**config.mk**
```make
export PLATFORM = sky130hd
export DESIGN_NAME = adc_event_block_unpacker_unit
export DESIGN_NICKNAME = d
export VERILOG_FILES = /design/src/hw/rtl/aebu_pkg.sv /design/src/hw/rtl/aebu_regs.sv /design/src/hw/rtl/aebu_inreg.sv /design/src/hw/rtl/aebu_core.sv /design/src/hw/rtl/aebu_outreg.sv /design/src/hw/rtl/adc_event_block_unpacker_unit.sv
export VERILOG_INCLUDE_DIRS = /design/src /design/src/hw/rtl
export SDC_FILE = /design/constraint.sdc
export NUM_CORES = 1
export LEC_CHECK = 0
export BUFFER_PORTS_ARGS = -buffer_cell sky130_fd_sc_hd__buf_2
export CORE_ASPECT_RATIO = 2
export CORE_MARGIN = 2
export CORE_UTILIZATION = 50
export CTS_BUF_LIST = sky130_fd_sc_hd__clkbuf_4 sky130_fd_sc_hd__clkbuf_8
export DETAILED_ROUTE_END_ITERATION = 10
export PLACE_DENSITY = 0.75
export SLEW_MARGIN = 10
export SYNTH_ARGS = -nofsm -noshare
export SYNTH_HDL_FRONTEND = slang
export SYNTH_SLANG_ARGS = --single-unit
```
**constraint.sdc**
```tcl
create_clock -name clk -period 4.3 [get_ports clk]
set_clock_uncertainty 0.15 [all_clocks]
set_input_delay 0.43 -clock clk [delete_from_list [all_inputs] [get_ports clk]]
set_output_delay 0.43 -clock clk [all_outputs]
set_load 0.05 [all_outputs]
```
**src/hw/rtl/adc_event_block_unpacker_unit_macros.svh**
```systemverilog
// Assertion macros for the ADC event block unpacker.
// Expects clk and rst_n in the scope of use.
`ifndef ADC_EVENT_BLOCK_UNPACKER_UNIT_MACROS_SVH
`define ADC_EVENT_BLOCK_UNPACKER_UNIT_MACROS_SVH

// same-cycle implication
`define AEBU_ASSERT_NOW(label, ante, cons) \
  label: assert property (@(posedge clk) disable iff (!rst_n) (ante) |-> (cons)) \
    else $error("aebu assertion failed");

// next-cycle implication
`define AEBU_ASSERT_NEXT(label, ante, cons) \
  label: assert property (@(posedge clk) disable iff (!rst_n) (ante) |=> (cons)) \
    else $error("aebu assertion failed");

`endif

```
**src/hw/rtl/aebu_pkg.sv**
```systemverilog
// Package of the ADC event block unpacker: result kinds, register map, shared types.
// No dependencies.
package aebu_pkg;

  localparam int WordW  = 16;
  localparam int PaddrW = 3;
  localparam int PdataW = 32;

  typedef enum logic [1:0] {
    KIND_SAMPLE   = 2'd0,
    KIND_DONE_OK  = 2'd1,
    KIND_DONE_BAD = 2'd2,
    KIND_SUPPR    = 2'd3
  } kind_t;

  // register index is paddr[2]
  localparam logic REG_FORMAT = 1'b0;
  localparam logic REG_ADDR   = 1'b1;

  typedef struct packed {
    logic       format_select;
    logic [7:0] expected_address;
  } cfg_t;

  typedef struct packed {
    kind_t       kind;
    logic [4:0]  channel;
    logic [11:0] sample_value;
    logic [15:0] event_counter;
    logic [7:0]  found_address;
  } res_t;

endpackage

```
**src/hw/rtl/aebu_regs.sv**
```systemverilog
// Configuration registers of the ADC event block unpacker, APB-style access.
// Depends on aebu_pkg.
module aebu_regs (
  input  logic                       clk,
  input  logic                       rst_n,
  input  logic                       psel,
  input  logic                       penable,
  input  logic                       pwrite,
  input  logic [aebu_pkg::PaddrW-1:0] paddr,
  input  logic [aebu_pkg::PdataW-1:0] pwdata,
  output logic [aebu_pkg::PdataW-1:0] prdata,
  output logic                       pready,
  output aebu_pkg::cfg_t             cfg
);
  import aebu_pkg::*;

  logic       format_r;
  logic [7:0] exp_addr_r;
  logic       wr_en;

  assign pready = 1'b1;
  assign wr_en  = psel && penable && pwrite;

  always_ff @(posedge clk) begin
    if (!rst_n) begin
      format_r   <= 1'b0;
      exp_addr_r <= 8'd0;
    end else if (wr_en) begin
      unique case (paddr[2])
        REG_FORMAT: format_r   <= pwdata[0];
        REG_ADDR:   exp_addr_r <= pwdata[7:0];
        default:    format_r   <= format_r;
      endcase
    end
  end

  always_comb begin
    unique case (paddr[2])
      REG_FORMAT: prdata = {{(PdataW-1){1'b0}}, format_r};
      REG_ADDR:   prdata = {{(PdataW-8){1'b0}}, exp_addr_r};
      default:    prdata = '0;
    endcase
  end

  assign cfg.format_select    = format_r;
  assign cfg.expected_address = exp_addr_r;

endmodule

```
**src/hw/rtl/aebu_inreg.sv**
```systemverilog
// Input word register of the ADC event block unpacker.
// Depends on aebu_pkg.
module aebu_inreg (
  input  logic                      clk,
  input  logic                      rst_n,
  input  logic                      in_valid,
  output logic                      in_ready,
  input  logic [aebu_pkg::WordW-1:0] in_word,
  input  logic                      advance,
  output logic                      word_valid,
  output logic [aebu_pkg::WordW-1:0] word
);
  import aebu_pkg::*;

  logic             valid_r;
  logic [WordW-1:0] word_r;

  assign in_ready   = !valid_r || advance;
  assign word_valid = valid_r;
  assign word       = word_r;

  always_ff @(posedge clk) begin
    if (!rst_n) begin
      valid_r <= 1'b0;
    end else if (in_valid && in_ready) begin
      valid_r <= 1'b1;
    end else if (advance) begin
      valid_r <= 1'b0;
    end
  end

  always_ff @(posedge clk) begin
    if (in_valid && in_ready) begin
      word_r <= in_word;
    end
  end

endmodule

```
**src/hw/rtl/aebu_core.sv**
```systemverilog
// Block format decoder of the ADC event block unpacker: phase state and one-word decode.
// Depends on aebu_pkg.
module aebu_core (
  input  logic                      clk,
  input  logic                      rst_n,
  input  logic                      advance,
  input  logic [aebu_pkg::WordW-1:0] word,
  input  aebu_pkg::cfg_t            cfg,
  output logic                      res_valid,
  output aebu_pkg::res_t            res
);
  import aebu_pkg::*;

  typedef enum logic [2:0] {
    PH_HEAD1   = 3'd0,
    PH_HEAD2   = 3'd1,
    PH_DATA    = 3'd2,
    PH_COUNTER = 3'd3,
    PH_TRAILER = 3'd4,
    PH_SKIP    = 3'd5
  } phase_t;

  phase_t      phase_r, phase_nxt;
  logic [12:0] words_left_r, words_left_nxt;
  logic [11:0] held_r, held_nxt;
  logic        mismatch_r, mismatch_nxt;
  logic [7:0]  haddr_r, haddr_nxt;
  logic [15:0] counter_r, counter_nxt;
  logic [1:0]  trailer_r, trailer_nxt;
  logic [11:0] qdc_n;
  logic [12:0] words_dec;
  logic [1:0]  trailer_dec;
  logic [7:0]  addr_dec;

  assign qdc_n       = word[11:0];
  assign words_dec   = words_left_r - 13'd1;
  assign trailer_dec = trailer_r - 2'd1;
  assign addr_dec    = cfg.format_select ? word[7:0] : {3'b000, word[15:11]};

  always_comb begin
    phase_nxt      = phase_r;
    words_left_nxt = words_left_r;
    held_nxt       = held_r;
    mismatch_nxt   = mismatch_r;
    haddr_nxt      = haddr_r;
    counter_nxt    = counter_r;
    trailer_nxt    = trailer_r;
    res_valid      = 1'b0;
    res            = '0;
    unique case (phase_r)
      PH_HEAD1: begin
        if (word == 16'hffff) begin
          phase_nxt = PH_SKIP;
        end else begin
          phase_nxt = PH_HEAD2;
          if (!cfg.format_select) begin
            words_left_nxt = {4'b0000, word[15:8], 1'b0};
          end else if (qdc_n == 12'd0) begin
            words_left_nxt = 13'd0;
          end else begin
            words_left_nxt = {qdc_n, 1'b0} - 13'd2;
          end
        end
      end
      PH_HEAD2: begin
        haddr_nxt    = addr_dec;
        mismatch_nxt = (addr_dec != cfg.expected_address);
        phase_nxt    = (words_left_r == 13'd0) ? PH_COUNTER : PH_DATA;
      end
      PH_DATA: begin
        if (!words_left_r[0]) begin
          held_nxt = word[11:0];
        end else if (!mismatch_r) begin
          res_valid        = 1'b1;
          res.kind         = KIND_SAMPLE;
          res.channel      = word[4:0];
          res.sample_value = held_r;
        end
        words_left_nxt = words_dec;
        if (words_dec == 13'd0) begin
          phase_nxt = PH_COUNTER;
        end
      end
      PH_COUNTER: begin
        counter_nxt = word;
        trailer_nxt = 2'd3;
        phase_nxt   = PH_TRAILER;
      end
      PH_TRAILER: begin
        trailer_nxt = trailer_dec;
        if (trailer_dec == 2'd0) begin
          phase_nxt         = PH_HEAD1;
          res_valid         = 1'b1;
          res.kind          = mismatch_r ? KIND_DONE_BAD : KIND_DONE_OK;
          res.event_counter = counter_r;
          res.found_address = haddr_r;
        end
      end
      PH_SKIP: begin
        phase_nxt = PH_HEAD1;
        res_valid = 1'b1;
        res.kind  = KIND_SUPPR;
      end
      default: begin
        phase_nxt = PH_HEAD1;
      end
    endcase
  end

  always_ff @(posedge clk) begin
    if (!rst_n) begin
      phase_r      <= PH_HEAD1;
      words_left_r <= 13'd0;
      held_r       <= 12'd0;
      mismatch_r   <= 1'b0;
      haddr_r      <= 8'd0;
      counter_r    <= 16'd0;
      trailer_r    <= 2'd0;
    end else if (advance) begin
      phase_r      <= phase_nxt;
      words_left_r <= words_left_nxt;
      held_r       <= held_nxt;
      mismatch_r   <= mismatch_nxt;
      haddr_r      <= haddr_nxt;
      counter_r    <= counter_nxt;
      trailer_r    <= trailer_nxt;
    end
  end

endmodule

```
**src/hw/rtl/aebu_outreg.sv**
```systemverilog
// Result register of the ADC event block unpacker.
// Depends on aebu_pkg.
module aebu_outreg (
  input  logic           clk,
  input  logic           rst_n,
  input  logic           load,
  input  aebu_pkg::res_t res,
  output logic           space,
  output logic           out_valid,
  input  logic           out_ready,
  output aebu_pkg::res_t out_res
);
  import aebu_pkg::*;

  logic valid_r;
  res_t res_r;

  assign space     = !valid_r || out_ready;
  assign out_valid = valid_r;
  assign out_res   = res_r;

  always_ff @(posedge clk) begin
    if (!rst_n) begin
      valid_r <= 1'b0;
    end else if (load) begin
      valid_r <= 1'b1;
    end else if (out_ready) begin
      valid_r <= 1'b0;
    end
  end

  always_ff @(posedge clk) begin
    if (load) begin
      res_r <= res;
    end
  end

endmodule

```
**src/hw/rtl/adc_event_block_unpacker_unit.sv**
```systemverilog
// Top level of the ADC event block unpacker: input register, decoder, result register, config.
// Depends on aebu_pkg, aebu_regs, aebu_inreg, aebu_core, aebu_outreg and the macros header.
//
// Decodes the word stream of one readout module's data block, type-A ADC or type-B QDC
// format as set by the format register, and emits sample, done and suppressed words.
// One input word is taken every cycle unless the result side stalls; a word's result, if any,
// shows on out_valid once registered (one decode step from the input register into the result
// register), set by the single decode state machine that handles one word per cycle. A stall on
// the result side holds one word in the input register before in_ready drops. Registers: 0x0
// format_select, 0x4 expected_address; write them only while the block is idle.
`include "adc_event_block_unpacker_unit_macros.svh"

module adc_event_block_unpacker_unit (
  input  logic                       clk,
  input  logic                       rst_n,
  input  logic                       psel,
  input  logic                       penable,
  input  logic                       pwrite,
  input  logic [aebu_pkg::PaddrW-1:0] paddr,
  input  logic [aebu_pkg::PdataW-1:0] pwdata,
  output logic [aebu_pkg::PdataW-1:0] prdata,
  output logic                       pready,
  input  logic                       in_valid,
  output logic                       in_ready,
  input  logic [15:0]                in_word,
  output logic                       out_valid,
  input  logic                       out_ready,
  output logic [1:0]                 out_kind,
  output logic [4:0]                 out_channel,
  output logic [11:0]                out_sample_value,
  output logic [15:0]                out_event_counter,
  output logic [7:0]                 out_found_address
);
  import aebu_pkg::*;

  cfg_t             cfg;
  logic             word_valid;
  logic [WordW-1:0] word;
  logic             space;
  logic             advance;
  logic             res_valid;
  res_t             res;
  res_t             out_res;

  assign advance = word_valid && space;

  aebu_regs u_regs (
    .clk     (clk),
    .rst_n   (rst_n),
    .psel    (psel),
    .penable (penable),
    .pwrite  (pwrite),
    .paddr   (paddr),
    .pwdata  (pwdata),
    .prdata  (prdata),
    .pready  (pready),
    .cfg     (cfg)
  );

  aebu_inreg u_inreg (
    .clk        (clk),
    .rst_n      (rst_n),
    .in_valid   (in_valid),
    .in_ready   (in_ready),
    .in_word    (in_word),
    .advance    (advance),
    .word_valid (word_valid),
    .word       (word)
  );

  aebu_core u_core (
    .clk       (clk),
    .rst_n     (rst_n),
    .advance   (advance),
    .word      (word),
    .cfg       (cfg),
    .res_valid (res_valid),
    .res       (res)
  );

  aebu_outreg u_outreg (
    .clk       (clk),
    .rst_n     (rst_n),
    .load      (advance && res_valid),
    .res       (res),
    .space     (space),
    .out_valid (out_valid),
    .out_ready (out_ready),
    .out_res   (out_res)
  );

  assign out_kind          = out_res.kind;
  assign out_channel       = out_res.channel;
  assign out_sample_value  = out_res.sample_value;
  assign out_event_counter = out_res.event_counter;
  assign out_found_address = out_res.found_address;

  `AEBU_ASSERT_NEXT(a_load_shows, advance && res_valid, out_valid)
  `AEBU_ASSERT_NOW(a_no_overrun, out_valid && !out_ready, !advance)
  `AEBU_ASSERT_NOW(a_sample_fields, out_valid && out_kind == KIND_SAMPLE, out_event_counter == 16'd0 && out_found_address == 8'd0)
  `AEBU_ASSERT_NOW(a_done_fields, out_valid && out_kind != KIND_SAMPLE, out_channel == 5'd0 && out_sample_value == 12'd0)

endmodule
```
==> results.ini, run 1 <==
[synthesis]
async_reset_ff_share_pct=0
synth_fa_ha_area_share_pct=1.28
synth_compound_area_share_pct=9.86
synth_top_area_cell=edfxtp_1
synth_edf_count=59
syn_avg_cell_area_um2=10.1
ys_warn_count=0
synth_top_area_share_pct=30.3
synth_area_um2=5850
synthMuxAreaShare_pct=5.47
ys_ff_latch=125
ys_types=56
syn_inst=577
ys_seq_area_share_pct=52.9
yosys.area_share.simple_pct=20.2
ys.flop_type=dfxtp_1
synthTopCellsByArea=edfxtp_1 30%, dfxtp_1 23%, mux2i_1 5.5%, and2_1 5.0%, nor2_1 4.4%
synth_top_family_by_area=simple AND/OR/NAND/NOR gates
synth_xor_area_share_pct=3.59

[worst_setup_path]
crit_path_max_fanout=44
crit_path_start_kind=register
endpoint_kind=register
crit_type=reg2reg
crit_required_ns=4.23
worst_ep_arrival_time_ns=3.06

[floorplan]
fp.coreArea_um2=11400
start_util_pct=51.5
die_w_um=80.5
die_y_um=157
ios=136
rows=55
dieArea_um2=12600

[detailed_routing]
via_count=4437
first_iter_violations=286
ant_nets=0
drt-vias-per-instance=5.47
drt_wl_total_mm=13.3
drc=0
dr.pass1.iters=5
wl_per_cell_um=16.4

[clock_tree]
clk_latency_ns=0.44
cts.sinks=125
cts_buffers=17
h-tree-depth=4
cts_tree=done
path_clk_slew_ns=0.07
cts_buffer_depth=2
cts_root_buf=clkbuf_8

[power]
p_int_w=0.00208
p_comb_share_pct=8.9
ir_drop_v=0.000386
p_leak_nw=2.63
p_seq_share_pct=47.7
p_per_area_nw_per_um2=409
pwr-share-clk_pct=43.4
switching_share_pct=25.1
p_switching_w=0.000696

[placement]
dp_hpwl_mm=9.40
place_ws_ns=1.19
port_buffers=84
gp_congestion=0.892

[grt]
antenna_found_initial=0
grt_max_degree=45
grt_pass1_vias=4225
grt_usage_pct=22.0
grt_first_pass_wirelength_mm=20.9
gr-total-overflow=0

[sta]
slew_headroom_pct=29.9
fmax_ghz=0.319
setup_viol=0
finalCritPeriodShare_pct=73.0
hold_viol=0
rsz0062_at_grt=false
fin_tns_setup_ns=0
worst_slack_ns=1.16
max_slew.worst_pin.slew_ns=1.05
maxSlewViolCount=0
period_minus_slack_ns=3.14

[final_layout]
num_antenna_cells=0
drive_above_1_share_pct=19.4
layout_commonest_cell=buf_2
fin_nets=720
layout_common_cells=84 x buf_2, 67 x nor2_1, 66 x dfxtp_1
area_delta_synth_final_pct=16.0

[status]
outcome=finished, final reports clean

[worst_hold_path]
min_path_type=in2reg

[job]
cap_violations=0

[cell type report]
type | count | area, µm²
fillers | 972 | 4560
flip-flops and latches | 125 | 3090
multi-input cells | 404 | 2460
repair buffers | 97 | 538
clock buffers | 20 | 269
clock inverters | 12 | 206
well taps | 142 | 178
inverters | 11 | 41.3
[final timing paths]
path | start | end | slack [ns] | cells past startpoint
max reg2reg | u_core.phase_r[2] | u_outreg.out_res[2] | 1.16 | 6
max | u_core.phase_r[2] | u_outreg.out_res[2] | 1.16 | 6
min reg2reg | u_core.haddr_r[5] | u_core.haddr_r[5] | 0.30 | 2
min | in_word[5] | u_inreg.word[5] | 0.01 | 1
[state kept, by name, summed over array words and instances (netlist names)]
signal	cells
u_core.counter_r	16
u_regs.exp_addr_r	8
u_regs.format_r	1
u_outreg.out_res	43
u_core.trailer_r	2
u_inreg.word_valid	1
u_core.words_left_r	13
u_core.phase_r	3
u_core.haddr_r	8
u_core.mismatch_r	1
u_core.held_r	12
u_inreg.word	16
u_outreg.out_valid	1
[power groups by stage]
stage          Clock (W)  Combinational [W]  Sequential, W
6_report         0.00121           0.000246        0.00132
5_1_grt          0.00128           0.000267        0.00133
4_1_cts          0.00122           0.000240        0.00132
3_5_place_dp           0           0.000237        0.00135
3_3_place_gp           0           0.000232        0.00135
2_1_floorplan          0           0.000224        0.00131
[cell usage after synthesis, drive strengths merged, types with 2 or more instances]
master / count
nor2: 68
and2: 47
clkbuf: 19
a211o: 2
edfxtp: 59
o31ai: 2
nor3b: 4
a22oi: 7
o21bai: 2
nand2b: 6
nand3b: 4
nor4: 7
xor2: 13
a31oi: 3
nand4: 8
a211oi: 5
buf: 41
o22ai: 3
nand4b: 2
nand3: 9
mux2i: 32
nor3: 18
dfxtp: 66
xnor2: 11
o221ai: 3
conb: 2
or4: 2
ha: 6
and3: 3
inv: 10
a311oi: 4
o21ai: 16
or3: 4
nand2: 37
a21oi: 38
[critical path, stage by stage, from the launching register on]
cell and delay, ns:
dfxtp_1 0.43, nand2b_1 0.25, nand2b_1 0.50, nor3_2 0.66, nor2_1 0.17, nor2_4 0.11, buf_4 0.47
[repair_timing]
item | 4_1_cts | 5_1_grt
setup buffers | 0 | 0
hold buffers | 2 | 6
hold endpoints to repair | 2 | 6
resized for setup | 0 | 0
[kinds of logic (layout without fill, tap and decap cells)]
logic type,count (synthesis),after routing
AOI/OAI and AO/OA,93,93
xor gates and xnor gates,24,24
adders and majority gates,6,6
buffers and inverters,71,140
DFF,125,125
muxes,32,32
other,2,25
and+or+nand+nor,224,224
[through the flow]
step / power [W] / hold WS (ns) / area, µm² / utilization [%] / instances
3_5_place_dp: 0.00159 / 0.291 / 6230 / 54.9 / 771
2_1_floorplan: 0.00153 / 0.277 / 5940 / - / 600
6_report: 0.00278 / 0.0143 / 6790 / 59.8 / 811
4_1_cts: 0.00278 / 0.00189 / 6730 / 59.3 / 805
3_3_place_gp: 0.00158 / 0.285 / 6230 / 54.9 / 771
5_1_grt: 0.00287 / 0.000128 / 6790 / 59.8 / 811
[routing by layer]
layer	wire length [µm]	track usage [%]	vias to the layer above
met1	4770	22.8	2075
met5	0	0	-
met4	539	11.2	0
li1	-	-	2149
met3	790	5.33	41
met2	7220	39.8	172
No activity file was read; power rests on OpenSTA's default activity.
==> inputs of run 2 (changes only) <==
--- a/config.mk
+++ b/config.mk
@@ -12,7 +12,7 @@
 export CORE_UTILIZATION = 50
 export CTS_BUF_LIST = sky130_fd_sc_hd__clkbuf_4 sky130_fd_sc_hd__clkbuf_8
 export DETAILED_ROUTE_END_ITERATION = 10
-export PLACE_DENSITY = 0.75
+export PLACE_DENSITY = 0.78
 export SLEW_MARGIN = 10
 export SYNTH_ARGS = -nofsm -noshare
 export SYNTH_HDL_FRONTEND = slang
==> constraint.sdc (replaced) <==
create_clock -name clk -period 2.5 [get_ports clk]
set_clock_uncertainty 0.15 [all_clocks]
set_input_delay 0.25 -clock clk [delete_from_list [all_inputs] [get_ports clk]]
set_output_delay 0.25 -clock clk [all_outputs]
set_load 0.05 [all_outputs]
==> results.ini, run 2 (synthesis gave the netlist of run 1 again) <==
[power]
p_leak_nw=2.84  ; +7.9%
ir_drop_v=0.000434  ; +12%
p_per_area_nw_per_um2=644  ; +57%

[clock_tree]
cts.sinks=125  ; unchanged
cts_tree=done
cts_root_buf=clkbuf_8
cts_buffer_depth=2  ; unchanged
clk_latency_ns=0.44  ; about the same
h-tree-depth=4  ; unchanged
path_clk_slew_ns=0.07  ; about the same
cts_buffers=17  ; unchanged

[job]
cap_violations=0  ; unchanged

[floorplan]
dieArea_um2=12600  ; unchanged
rows=55  ; unchanged
start_util_pct=51.5  ; unchanged
ios=136  ; unchanged
die_y_um=157  ; unchanged
fp.coreArea_um2=11400  ; unchanged
die_w_um=80.5  ; unchanged

[worst_setup_path]
slowest_stage=or4_1
crit_required_ns=2.66  ; -1.57 ns
worst_ep_arrival_time_ns=2.62  ; -0.44 ns
path_cells=ha_1 -> nand4_1 -> nor4_2 -> buf_4 -> or4_1 -> a311oi_1 -> nor3_1
crit_path_max_fanout=12  ; -73%
crit_path_start_kind=register
critPathBufInv=1  ; unchanged
endpoint_kind=register
critPathTopFamily=simple AND/OR/NAND/NOR gates
crit_type=reg2reg
crit_path_max_incr_delay_ns=0.64  ; -0.02 ns

[sta]
period_minus_slack_ns=2.46  ; -0.682 ns
maxSlewViolCount=0  ; unchanged
rsz0062_at_grt=false
max_slew.worst_pin.slew_ns=0.768  ; -0.280 ns
fin_tns_setup_ns=0  ; unchanged
fmax_ghz=0.407  ; +28%
finalCritPeriodShare_pct=98.2  ; +25 points
setup_viol=0  ; unchanged
slew_headroom_pct=48.8  ; +19 points
hold_viol=0  ; unchanged

[detailed_routing]
drt_wl_total_mm=14.3  ; +7.4%
drc=0  ; unchanged
drt-vias-per-instance=5.41  ; -1.1%
first_iter_violations=197  ; -31%
dr.pass1.iters=5  ; unchanged
via_count=4660  ; +5.0%
wl_per_cell_um=16.6  ; +1.2%
ant_nets=0  ; unchanged

[final_layout]
largest_register_ffs=43  ; unchanged
fin_nets=770  ; +6.9%
area_delta_synth_final_pct=22.8
layout_common_cells=84 x buf_2, 67 x nor2_1, 66 x dfxtp_1
fill_cells=926  ; -4.7%
layout_commonest_cell=buf_2
num_antenna_cells=0  ; unchanged
utilization_pct=63.3  ; +3.5 points
drive_above_1_share_pct=22.8  ; +3.4 points

[grt]
grt_usage_pct=23.6  ; +1.7 points
grt_max_degree=42  ; -6.7%
grt_first_pass_wirelength_mm=22.5  ; +7.9%
gr-total-overflow=0  ; unchanged
grt_pass1_vias=4639  ; +9.8%
antenna_found_initial=0  ; unchanged

[placement]
port_buffers=84  ; unchanged
dp_hpwl_mm=10.3  ; +9.7%
gp_congestion=0.881  ; -1.2%

[status]
outcome=finished, final reports clean

[worst_hold_path]
min_path_type=in2reg

==> run 2: final cells by class <==
type	count	area (µm²)	area share, %
clock buffer	19	255	3.55
clock inverter	13	163	2.26
inverter	11	41.3	0.575
multi-input combinational	404	2470	34.4
sequential	125	3090	43.0
tap	142	178	2.47
timing repair buffer	147	983	13.7
==> run 2: worst reg2reg max path: cells and delay by family (launching register included) <==
| family | cells | cell delay [ns] |
|---|---|---|
| adder cells (fa/ha/maj) | 1 | 0.26 |
| AND/OR/NAND/NOR | 4 | 0.90 |
| flip-flops | 1 | 0.51 |
| AO/OA/AOI/OAI | 1 | 0.38 |
| buffers and inverters | 1 | 0.14 |
==> run 2: stage by stage <==
| step | total power, W | setup WS (ns) | std cells | hold WS, ns | cell area [µm²] |
|---|---|---|---|---|---|
| floorplan | 0.00264 | 0.105 | 600 | 0.199 | 5950 |
| global placement | 0.00277 | 0.109 | 803 | 0.276 | 6500 |
| detailed placement | 0.00278 | 0.0703 | 803 | 0.278 | 6500 |
| CTS | 0.00463 | 0.0451 | 861 | 0.0194 | 7180 |
| global route | 0.00479 | 0.0207 | 861 | 0.0229 | 7190 |
| finish | 0.00463 | 0.0443 | 861 | 0.0299 | 7190 |
==> run 2: metal layers <==
metal  vias up  track usage, %  part of all wire (%)
met1      2211            23.6                    37
met4         0            12.3                   4.0
met5         -               0                     0
li1       2247               -                     -
met2       162            44.0                    55
met3        40            5.16                   4.0
==> run 2: final timing paths <==
check	slack, ns	start	cells after the start	endpoint
setup / recovery	0.04	u_inreg.word[0]	7	u_core.words_left_r[5]
hold / removal	0.03	out_ready	3	u_outreg.out_valid
setup reg to reg	0.04	u_inreg.word[0]	7	u_core.words_left_r[5]
hold reg to reg	0.31	u_core.haddr_r[6]	2	u_core.haddr_r[6]
==> run 2: repair_timing <==
| item | in CTS | in global routing |
|---|---|---|
| buffers inserted | 0 | 0 |
| endpoints found under the setup margin | 0 | 5 |
| hold buffers | 26 | 0 |
| resized for setup | 0 | 2 |
| endpoints found under the hold margin | 30 | 0 |
==> run 2: power breakdown <==
group / leakage, nW / internal (W) / switching (W)
Clock: 0.207 / 0.00103 / 0.000819
Sequential: 1.08 / 0.00217 / 0.0000547
Combinational: 1.56 / 0.000199 / 0.000350
